--- src/design/joystick_scale_trim_calibrate_macros.svh ---
// Assertion macros for the joystick conditioning block.
// Used by the top level only; needs nothing else.
`ifndef JOYSTICK_SCALE_TRIM_CALIBRATE_MACROS_SVH
`define JOYSTICK_SCALE_TRIM_CALIBRATE_MACROS_SVH

// same-cycle implication
`define JSTC_ASSERT_IMP(label, clk, rst, ante, cons) \
  label: assert property (@(posedge clk) disable iff (rst) (ante) |-> (cons)) \
    else $error("assertion failed: same-cycle implication");

// next-cycle implication
`define JSTC_ASSERT_NEXT(label, clk, rst, ante, cons) \
  label: assert property (@(posedge clk) disable iff (rst) (ante) |=> (cons)) \
    else $error("assertion failed: next-cycle implication");

`endif

--- src/design/jstc_pkg.sv ---
// Package for the joystick conditioning block: widths, key codes, lane control.
// No dependencies; imported by jstc_lane and the top level.
`timescale 1ns / 1ps

package jstc_pkg;

  localparam int NUM_LANES = 4;
  localparam int RAW_W     = 12;
  localparam int OUT_W     = 10;
  localparam int KEY_W     = 4;
  localparam int STEP_W    = 8;
  localparam int BIAS_W    = 12;
  localparam int SUM_W     = 18;
  localparam int CNT_W     = 7;
  localparam int SCALED_W  = RAW_W + OUT_W;

  localparam int FULL_SCALE = 1000;
  localparam int CENTRE     = 500;
  localparam int RAW_MAX    = (1 << RAW_W) - 1;

  localparam int CAL_SAMPLES = 100;
  localparam int CAL_SHIFT   = 26;
  localparam int RECIP_W     = CAL_SHIFT + 1;
  localparam longint CAL_RECIP =
    ((longint'(1) << CAL_SHIFT) + CAL_SAMPLES - 1) / CAL_SAMPLES;

  localparam int IN_TDATA_W  = ((NUM_LANES * RAW_W + KEY_W + 7) / 8) * 8;
  localparam int OUT_TDATA_W = ((NUM_LANES * OUT_W + 2 + 7) / 8) * 8;

  localparam int LANE_THROTTLE = 0;
  localparam int LANE_PITCH    = 1;
  localparam int LANE_ROLL     = 2;
  localparam int LANE_YAW      = 3;

  localparam logic OP_SAMPLE = 1'b0;
  localparam logic OP_KEY    = 1'b1;

  localparam logic [KEY_W-1:0] KEY_LEFT       = 4'd1;
  localparam logic [KEY_W-1:0] KEY_RIGHT      = 4'd2;
  localparam logic [KEY_W-1:0] KEY_UP         = 4'd3;
  localparam logic [KEY_W-1:0] KEY_DOWN       = 4'd4;
  localparam logic [KEY_W-1:0] KEY_LEFT_TOP   = 4'd5;
  localparam logic [KEY_W-1:0] KEY_RIGHT_TOP  = 4'd6;
  localparam logic [KEY_W-1:0] KEY_RIGHT_LONG = 4'd8;

  typedef struct packed {
    logic load;
    logic clear;
    logic trim_add;
    logic trim_sub;
    logic accum;
    logic fin_mult;
    logic fin_write;
  } lane_ctrl_t;

endpackage

--- src/design/jstc_lane.sv ---
// One channel lane: scaling stage, bias and calibration sum, output clamp.
// Depends on jstc_pkg; instantiated four times by the top level.
`timescale 1ns / 1ps

module jstc_lane
  import jstc_pkg::*;
(
  input  logic                     clk,
  input  logic                     rst,
  input  logic [RAW_W-1:0]         raw,
  input  logic                     centred,
  input  logic [STEP_W-1:0]        trim_step,
  input  lane_ctrl_t               ctrl,
  output logic [OUT_W-1:0]         value
);

  logic [SCALED_W-1:0]        prod_num;
  logic [OUT_W-1:0]           q_hi;
  logic [RAW_W:0]             rem;
  logic [OUT_W-1:0]           q_div;
  logic [OUT_W-1:0]           scaled;
  logic [OUT_W-1:0]           v_s1;
  logic signed [BIAS_W-1:0]   bias;
  logic signed [SUM_W-1:0]    sum;
  logic signed [OUT_W:0]      delta;
  logic [SUM_W-1:0]           mag;
  logic [SUM_W+RECIP_W-1:0]   prod;
  logic                       prod_neg;
  logic [OUT_W:0]             quot;
  logic signed [BIAS_W-1:0]   bias_cal;
  logic signed [BIAS_W:0]     trimmed;
  logic signed [BIAS_W-1:0]   bias_trim;
  logic signed [BIAS_W:0]     diff;

  // divide by 2^n - 1: shift, then one correction
  assign prod_num = SCALED_W'(raw) * SCALED_W'(FULL_SCALE);
  assign q_hi     = prod_num[SCALED_W-1:RAW_W];
  assign rem      = (RAW_W+1)'(prod_num[RAW_W-1:0]) + (RAW_W+1)'(q_hi);
  assign q_div    = (rem >= (RAW_W+1)'(RAW_MAX)) ? q_hi + OUT_W'(1) : q_hi;
  assign scaled   = OUT_W'(FULL_SCALE) - q_div;

  always_ff @(posedge clk) begin
    if (ctrl.load) begin
      v_s1 <= scaled;
    end
  end

  assign delta = centred ? $signed({1'b0, v_s1}) - (OUT_W+1)'(CENTRE)
                         : $signed({1'b0, v_s1});

  assign mag = sum[SUM_W-1] ? SUM_W'(-sum) : SUM_W'(sum);

  always_ff @(posedge clk) begin
    if (ctrl.fin_mult) begin
      prod     <= (SUM_W+RECIP_W)'(mag) * (SUM_W+RECIP_W)'(CAL_RECIP);
      prod_neg <= sum[SUM_W-1];
    end
  end

  assign quot     = prod[CAL_SHIFT +: (OUT_W+1)];
  assign bias_cal = prod_neg ? -$signed(BIAS_W'(quot)) : $signed(BIAS_W'(quot));

  always_comb begin
    if (ctrl.trim_add) begin
      trimmed = (BIAS_W+1)'(bias) + $signed((BIAS_W+1)'(trim_step));
    end else begin
      trimmed = (BIAS_W+1)'(bias) - $signed((BIAS_W+1)'(trim_step));
    end
    if (trimmed > (BIAS_W+1)'((1 << (BIAS_W-1)) - 1)) begin
      bias_trim = BIAS_W'((1 << (BIAS_W-1)) - 1);
    end else if (trimmed < -$signed((BIAS_W+1)'(1 << (BIAS_W-1)))) begin
      bias_trim = BIAS_W'(1 << (BIAS_W-1));
    end else begin
      bias_trim = trimmed[BIAS_W-1:0];
    end
  end

  always_ff @(posedge clk) begin
    if (rst) begin
      bias <= '0;
      sum  <= '0;
    end else begin
      priority if (ctrl.clear) begin
        bias <= '0;
        sum  <= '0;
      end else if (ctrl.fin_write) begin
        bias <= bias_cal;
        sum  <= '0;
      end else if (ctrl.trim_add || ctrl.trim_sub) begin
        bias <= bias_trim;
      end else if (ctrl.accum) begin
        sum <= sum + SUM_W'(delta);
      end
    end
  end

  assign diff = $signed((BIAS_W+1)'(v_s1)) - (BIAS_W+1)'(bias);

  always_comb begin
    if (diff < 0) begin
      value = '0;
    end else if (diff > (BIAS_W+1)'(FULL_SCALE)) begin
      value = OUT_W'(FULL_SCALE);
    end else begin
      value = diff[OUT_W-1:0];
    end
  end

endmodule

--- src/design/joystick_scale_trim_calibrate.sv ---
// Joystick conditioning top: input stage, key decode, calibration control, output register.
// A stick sample is registered in the input stage, its result in the output register.
// Throughput: one request per cycle while results are taken; the last calibration sample
// holds the pipe in FIN_MULT and FIN_WRITE as each lane's reciprocal multiply sets its bias.
// Reset (rst, synchronous, active high) clears biases, sums, flags and sets trim_step to 10.
`timescale 1ns / 1ps

module joystick_scale_trim_calibrate
  import jstc_pkg::*;
(
  input  logic                   clk,
  input  logic                   rst,
  input  logic                   cfg_we,
  input  logic [STEP_W-1:0]      cfg_wdata,
  input  logic                   s_axis_tvalid,
  output logic                   s_axis_tready,
  // raw_throttle, raw_pitch, raw_roll, raw_yaw, key_code, zero pad
  input  logic [IN_TDATA_W-1:0]  s_axis_tdata,
  // opcode
  input  logic [0:0]             s_axis_tuser,
  output logic                   m_axis_tvalid,
  input  logic                   m_axis_tready,
  // throttle_out, pitch_out, roll_out, yaw_out, power_off, fix_height, zero pad
  output logic [OUT_TDATA_W-1:0] m_axis_tdata
);

`include "joystick_scale_trim_calibrate_macros.svh"

  localparam logic [1:0] FIN_IDLE  = 2'd0;
  localparam logic [1:0] FIN_MULT  = 2'd1;
  localparam logic [1:0] FIN_WRITE = 2'd2;

  logic [STEP_W-1:0] trim_step;
  logic              s1_valid;
  logic              s1_op;
  logic [KEY_W-1:0]  s1_key;
  logic [1:0]        fin;
  logic [1:0]        fin_next;
  logic              calibrating;
  logic [CNT_W-1:0]  cal_count;
  logic [CNT_W-1:0]  count_inc;
  logic              cal_done;
  logic              power_off_flag;
  logic              hold_height_flag;
  logic              produce;
  logic              out_free;
  logic              s1_adv;
  logic              load;
  logic              sample_exec;
  logic              key_exec;
  lane_ctrl_t        lane_ctrl [NUM_LANES];
  logic [OUT_W-1:0]  lane_val  [NUM_LANES];

  assign produce       = (s1_op == OP_SAMPLE) && !calibrating;
  assign out_free      = !m_axis_tvalid || m_axis_tready;
  assign s1_adv        = s1_valid && (fin == FIN_IDLE) && (!produce || out_free);
  assign s_axis_tready = !s1_valid || s1_adv;
  assign load          = s_axis_tvalid && s_axis_tready;
  assign sample_exec   = s1_adv && (s1_op == OP_SAMPLE);
  assign key_exec      = s1_adv && (s1_op == OP_KEY);
  assign count_inc     = cal_count + CNT_W'(1);
  assign cal_done      = count_inc >= CNT_W'(CAL_SAMPLES);

  always_comb begin
    for (int i = 0; i < NUM_LANES; i++) begin
      lane_ctrl[i].load      = load;
      lane_ctrl[i].clear     = key_exec && (s1_key == KEY_RIGHT_LONG);
      lane_ctrl[i].trim_add  = 1'b0;
      lane_ctrl[i].trim_sub  = 1'b0;
      lane_ctrl[i].accum     = sample_exec && calibrating;
      lane_ctrl[i].fin_mult  = (fin == FIN_MULT);
      lane_ctrl[i].fin_write = (fin == FIN_WRITE);
    end
    lane_ctrl[LANE_ROLL].trim_add  = key_exec && (s1_key == KEY_LEFT);
    lane_ctrl[LANE_ROLL].trim_sub  = key_exec && (s1_key == KEY_RIGHT);
    lane_ctrl[LANE_PITCH].trim_add = key_exec && (s1_key == KEY_DOWN);
    lane_ctrl[LANE_PITCH].trim_sub = key_exec && (s1_key == KEY_UP);
  end

  for (genvar g = 0; g < NUM_LANES; g++) begin : g_lane
    jstc_lane u_lane (
      .clk       (clk),
      .rst       (rst),
      .raw       (s_axis_tdata[g*RAW_W +: RAW_W]),
      .centred   (g != LANE_THROTTLE),
      .trim_step (trim_step),
      .ctrl      (lane_ctrl[g]),
      .value     (lane_val[g])
    );
  end

  always_comb begin
    fin_next = fin;
    unique case (fin)
      FIN_IDLE: begin
        if (sample_exec && calibrating && cal_done) begin
          fin_next = FIN_MULT;
        end
      end
      FIN_MULT:  fin_next = FIN_WRITE;
      FIN_WRITE: fin_next = FIN_IDLE;
      default:   fin_next = FIN_IDLE;
    endcase
  end

  always_ff @(posedge clk) begin
    if (rst) begin
      trim_step        <= STEP_W'(10);
      s1_valid         <= 1'b0;
      fin              <= FIN_IDLE;
      calibrating      <= 1'b0;
      cal_count        <= '0;
      power_off_flag   <= 1'b0;
      hold_height_flag <= 1'b0;
      m_axis_tvalid    <= 1'b0;
    end else begin
      if (cfg_we) begin
        trim_step <= cfg_wdata;
      end
      if (s_axis_tready) begin
        s1_valid <= s_axis_tvalid;
      end
      fin <= fin_next;
      if (key_exec && (s1_key == KEY_LEFT_TOP)) begin
        power_off_flag <= 1'b1;
      end
      if (key_exec && (s1_key == KEY_RIGHT_TOP)) begin
        hold_height_flag <= 1'b1;
      end
      if (key_exec && (s1_key == KEY_RIGHT_LONG)) begin
        calibrating <= 1'b1;
        cal_count   <= '0;
      end else if (sample_exec && calibrating) begin
        cal_count <= cal_done ? '0 : count_inc;
      end else if (fin == FIN_WRITE) begin
        calibrating <= 1'b0;
      end
      if (sample_exec && produce) begin
        m_axis_tvalid <= 1'b1;
      end else if (m_axis_tready) begin
        m_axis_tvalid <= 1'b0;
      end
    end
  end

  always_ff @(posedge clk) begin
    if (load) begin
      s1_op  <= s_axis_tuser[0];
      s1_key <= s_axis_tdata[NUM_LANES*RAW_W +: KEY_W];
    end
    if (sample_exec && produce) begin
      m_axis_tdata <= OUT_TDATA_W'({hold_height_flag, power_off_flag,
                                    lane_val[LANE_YAW], lane_val[LANE_ROLL],
                                    lane_val[LANE_PITCH], lane_val[LANE_THROTTLE]});
    end
  end

  `JSTC_ASSERT_IMP(a_no_exec_in_finish, clk, rst, fin != FIN_IDLE, !s1_adv)
  `JSTC_ASSERT_NEXT(a_mult_then_write, clk, rst, fin == FIN_MULT, fin == FIN_WRITE)
  `JSTC_ASSERT_NEXT(a_result_follows, clk, rst, sample_exec && !calibrating, m_axis_tvalid)
  `JSTC_ASSERT_IMP(a_count_idle, clk, rst, !calibrating, cal_count == '0)

endmodule

--- config.mk ---
export PLATFORM = sky130hd
export DESIGN_NAME = joystick_scale_trim_calibrate
export DESIGN_NICKNAME = d
export VERILOG_FILES = /design/src/design/jstc_pkg.sv /design/src/design/jstc_lane.sv /design/src/design/joystick_scale_trim_calibrate.sv
export VERILOG_INCLUDE_DIRS = /design/src /design/src/design
export SDC_FILE = /design/constraint.sdc
export NUM_CORES = 2
export LEC_CHECK = 0
export BUFFER_PORTS_ARGS = -buffer_cell sky130_fd_sc_hd__clkbuf_2
export CORE_MARGIN = 3
export CORE_UTILIZATION = 59
export CTS_BUF_LIST = sky130_fd_sc_hd__clkbuf_2 sky130_fd_sc_hd__clkbuf_4 sky130_fd_sc_hd__clkbuf_8
export DETAILED_ROUTE_END_ITERATION = 10
export PLACE_DENSITY_LB_ADDON = 0.2
export SLEW_MARGIN = 15
export SYNTH_ARGS = -nofsm -noshare
export SYNTH_HDL_FRONTEND = slang
export SYNTH_HIERARCHICAL = 1
export SYNTH_SLANG_ARGS = --single-unit
--- constraint.sdc ---
create_clock -name clk -period 12.5 [get_ports clk]
set_input_delay 2.5 -clock clk [delete_from_list [all_inputs] [get_ports clk]]
set_output_delay 2.5 -clock clk [all_outputs]
set_load 0.05 [all_outputs]
==> flow_metrics.py <==
metrics = {
    "run_status": {
        "run_status": "completed",
    },
    "pwr": {
        "p_switching_mw": 5.839,
        "switching_share": 0.5164,
        "p_per_area_nw_per_um2": 196.8,
        "p_seq_frac": 0.135,
        "clkPwrFrac": 0.089,
        "p_leak_nw": 30.31,
        "power.internal_mw": 5.467,
        "power_mw": 11.31,
        "combPwrFrac": 0.776,
        "ir_drop_uv": 275.9,
    },
    "critical_path": {
        "reg2reg_to": "g_lane[3].u_lane/prod[36]",
        "crit_slowest_cell": "xnor2_1",
        "crit_fanout": 9,
        "worstSetupPathType": "in2reg",
        "cp.required_ps": 12890,
        "cp-startpoint": "s_axis_tdata[6]",
        "critPathLaunchType": "input pin",
        "reg2reg_depth": 31,
        "end_kind": "flop",
        "reg2reg_from": "g_lane[3].u_lane/sum[2]",
        "endpoint": "g_lane[0].u_lane/v_s1[6]",
        "crit_arrival_ps": 11130,
        "rrSetupSlack_ps": 2700,
        "critPathMostFrequentCell": "inv_1",
        "slowest_delay_ps": 530,
    },
    "place": {
        "gp_congestion": 0.9321,
        "hpwl_mm": 102.1,
        "port-buffer-count": 109,
    },
    "job": {
        "drv_cap": 0,
    },
    "timing": {
        "period_needed_ps": 10750,
        "rsz0062_at_grt": "no",
        "tightest_slew_ps": 1157,
        "fin_skew_ps": 30.63,
        "maxSlewViolCount": 0,
        "setup_viol": 0,
        "hold_viol": 0,
        "finalSetupTns_ps": 0,
        "maxSlewHeadroom": 0.2270,
        "timing.fmax_mhz": 93.03,
        "period_share": 0.8599,
    },
    "synthesis": {
        "synth_common_cells": "inv_1 (1,242), ha_1 (968), fa_1 (640)",
        "synth_cells": 5943,
        "synth_edf_count": 135,
        "ys_seq_area_frac": 0.1277,
        "yosysWarnings": 6,
        "async_reset_ff_frac": 0,
        "ys_ff_latch": 277,
        "syn-cell-area_sq_um": 54010,
        "post-synth-top-count-cell": "inv_1",
        "yosysTopAreaCellShare": 0.2372,
        "synth_cell_type_count": 123,
        "ys_top_cells_by_area": "fa_1 (24%), ha_1 (22%), inv_1 (8.6%), edfxtp_1 (7.5%), dfxtp_1 (5.3%)",
        "syn-mean-instance-area_sq_um": 9.088,
        "yosys.area.top_type": "fa_1",
        "synthFlopType": "dfxtp_1",
    },
    "floorplan": {
        "coreArea_sq_um": 90420,
        "pin_count": 120,
        "start_util": 0.5973,
        "num_rows": 110,
        "die_x_um": 308.6,
        "die_area_sq_um": 95210,
        "fp.dieH_um": 308.6,
    },
    "global_route": {
        "grt_util_all_layers": 0.2616,
        "grt_pass1_vias": 41729,
        "grt.overflow.total": 0,
        "antenna_found_initial": 4,
        "grt_pass1_wl_mm": 204.7,
        "grt_max_degree": 80,
    },
    "routing": {
        "drtPass1Iterations": 5,
        "drc": 0,
        "detail_route.wl_per_cell_um": 16.42,
        "vias": 40406,
        "routed-wl-met3_mm": 5.416,
        "postRouteAntennaNets": 0,
        "vias_per_cell": 5.509,
        "drt_iter0_drc": 2158,
        "wl_mm": 120.5,
        "top_layer": "met4",
        "wl_met2_mm": 57.16,
        "met1_length_mm": 54.57,
    },
    "clocking": {
        "insertion_delay_ps": 660,
        "cts_buffers": 50,
        "cts.sinks": 277,
        "cts_resized": 0,
        "cts_tree": "done",
        "clk_pin_slew_ps": 60,
        "clockBufferDepth": 3,
        "hold_buffers": 0,
        "cts_htree_levels": 2,
        "root_buffer": "clkbuf_8",
        "post-cts-setup-buffers": 0,
    },
    "cells_and_area": {
        "final_util": 0.6353,
        "layout-drive-gt1-share": 0.05946,
        "syn_to_final_growth_pct": 6.366,
        "fill_cells": 7639,
        "finalNetCount": 7791,
    },
    "hold_path": {
        "hp-class": "reg2reg",
    },
}
-- routing by layer --
metal,up-vias,GRT usage
met3,165,0.03526
met2,677,0.4490
met5,-,0
li1,20125,-
met4,0,0.07018
met1,19439,0.3489
-- flip-flops by register name (all words and copies together) (netlist names) --
signal                  count
cal_count                   7
calibrating                 1
fin                         2
g_lane.u_lane/bias         48
g_lane.u_lane/prod         44
g_lane.u_lane/prod_neg      4
g_lane.u_lane/sum          72
g_lane.u_lane/v_s1         40
hold_height_flag            1
m_axis_tdata               42
m_axis_tvalid               1
power_off_flag              1
s1_key                      4
s1_op                       1
s1_valid                    1
trim_step                   8
-- cells in the final DEF, fill, tap and decap left out, types with 56 or more instances in the layout --
cell type / Yosys / final
a21o_1: 76 / 76
a21oi_1: 327 / 327
buf_4: 7 / 56
clkbuf_2: 1 / 109
clkbuf_8: 0 / 57
dfxtp_1: 142 / 142
edfxtp_1: 135 / 135
fa_1: 640 / 640
ha_1: 968 / 968
inv_1: 1242 / 1242
nand2_1: 280 / 280
nand3_1: 78 / 78
nor2_1: 360 / 360
nor3_1: 101 / 98
o21ai_0: 200 / 200
xnor2_1: 310 / 309
xor2_1: 108 / 108
-- worst max-delay path: cells and delay by family --
kind	cells	cell delay (ps)
buf+inv	7	770
compound gates	7	1640
fa+ha+maj	8	3400
mux	1	280
xor+xnor	3	1060
simple gates	7	1450
-- logic make-up after synthesis --
family	count (synthesis)	share of synthesized area
adders and majority gates	1616	0.4630
muxes	37	0.007088
and+or+nand+nor	1211	0.1109
AOI/OAI and AO/OA	1051	0.1283
other	2	0.0001390
DFF	277	0.1277
buffers and inverters	1326	0.09338
xor gates and xnor gates	423	0.06952
-- cell type report --
cell class / instances / area (sq um) / area share
Multi-Input combinational cell: 4376 / 42270 / 0.7358
Inverter: 1243 / 4666 / 0.08121
Timing Repair Buffer: 165 / 965.9 / 0.01681
Sequential cell: 277 / 6897 / 0.1200
Clock buffer: 70 / 882.1 / 0.01535
Antenna cell: 4 / 10.01 / 0.0001742
Clock inverter: 24 / 287.8 / 0.005009
Tap cell: 1176 / 1471 / 0.02561
-- how the worst min path moves through the flow --
stage,start,end,slack (ps),cells after the start
floorplan,hold_height_flag,m_axis_tdata[41],410,0
global placement,hold_height_flag,m_axis_tdata[41],420,0
detailed placement,hold_height_flag,m_axis_tdata[41],420,0
CTS,hold_height_flag,m_axis_tdata[41],430,0
global route,hold_height_flag,m_axis_tdata[41],440,0
finish,hold_height_flag,m_axis_tdata[41],430,0
-- power groups by stage --
stage	Combinational, mW	Clock (mW)	Sequential, mW
global route	9.82	1.07	1.54
floorplan	6.91	0	1.56
global placement	8.47	0	1.54
CTS	8.71	1.04	1.53
detailed placement	8.65	0	1.54
finish	8.77	1.01	1.53
-- per-stage QoR --
stage	hold slack [ps]	worst slack, ps	cells	area [sq um]
6_report	434.3	1751	7335	57450
5_1_grt	438.1	1149	7335	57450
4_1_cts	433.7	1815	7331	57420
3_5_place_dp	420.7	1112	7237	56250
3_3_place_gp	417.6	1267	7237	56250
2_1_floorplan	408.8	2298	5979	54150
(Power assumes the default switching activity.)
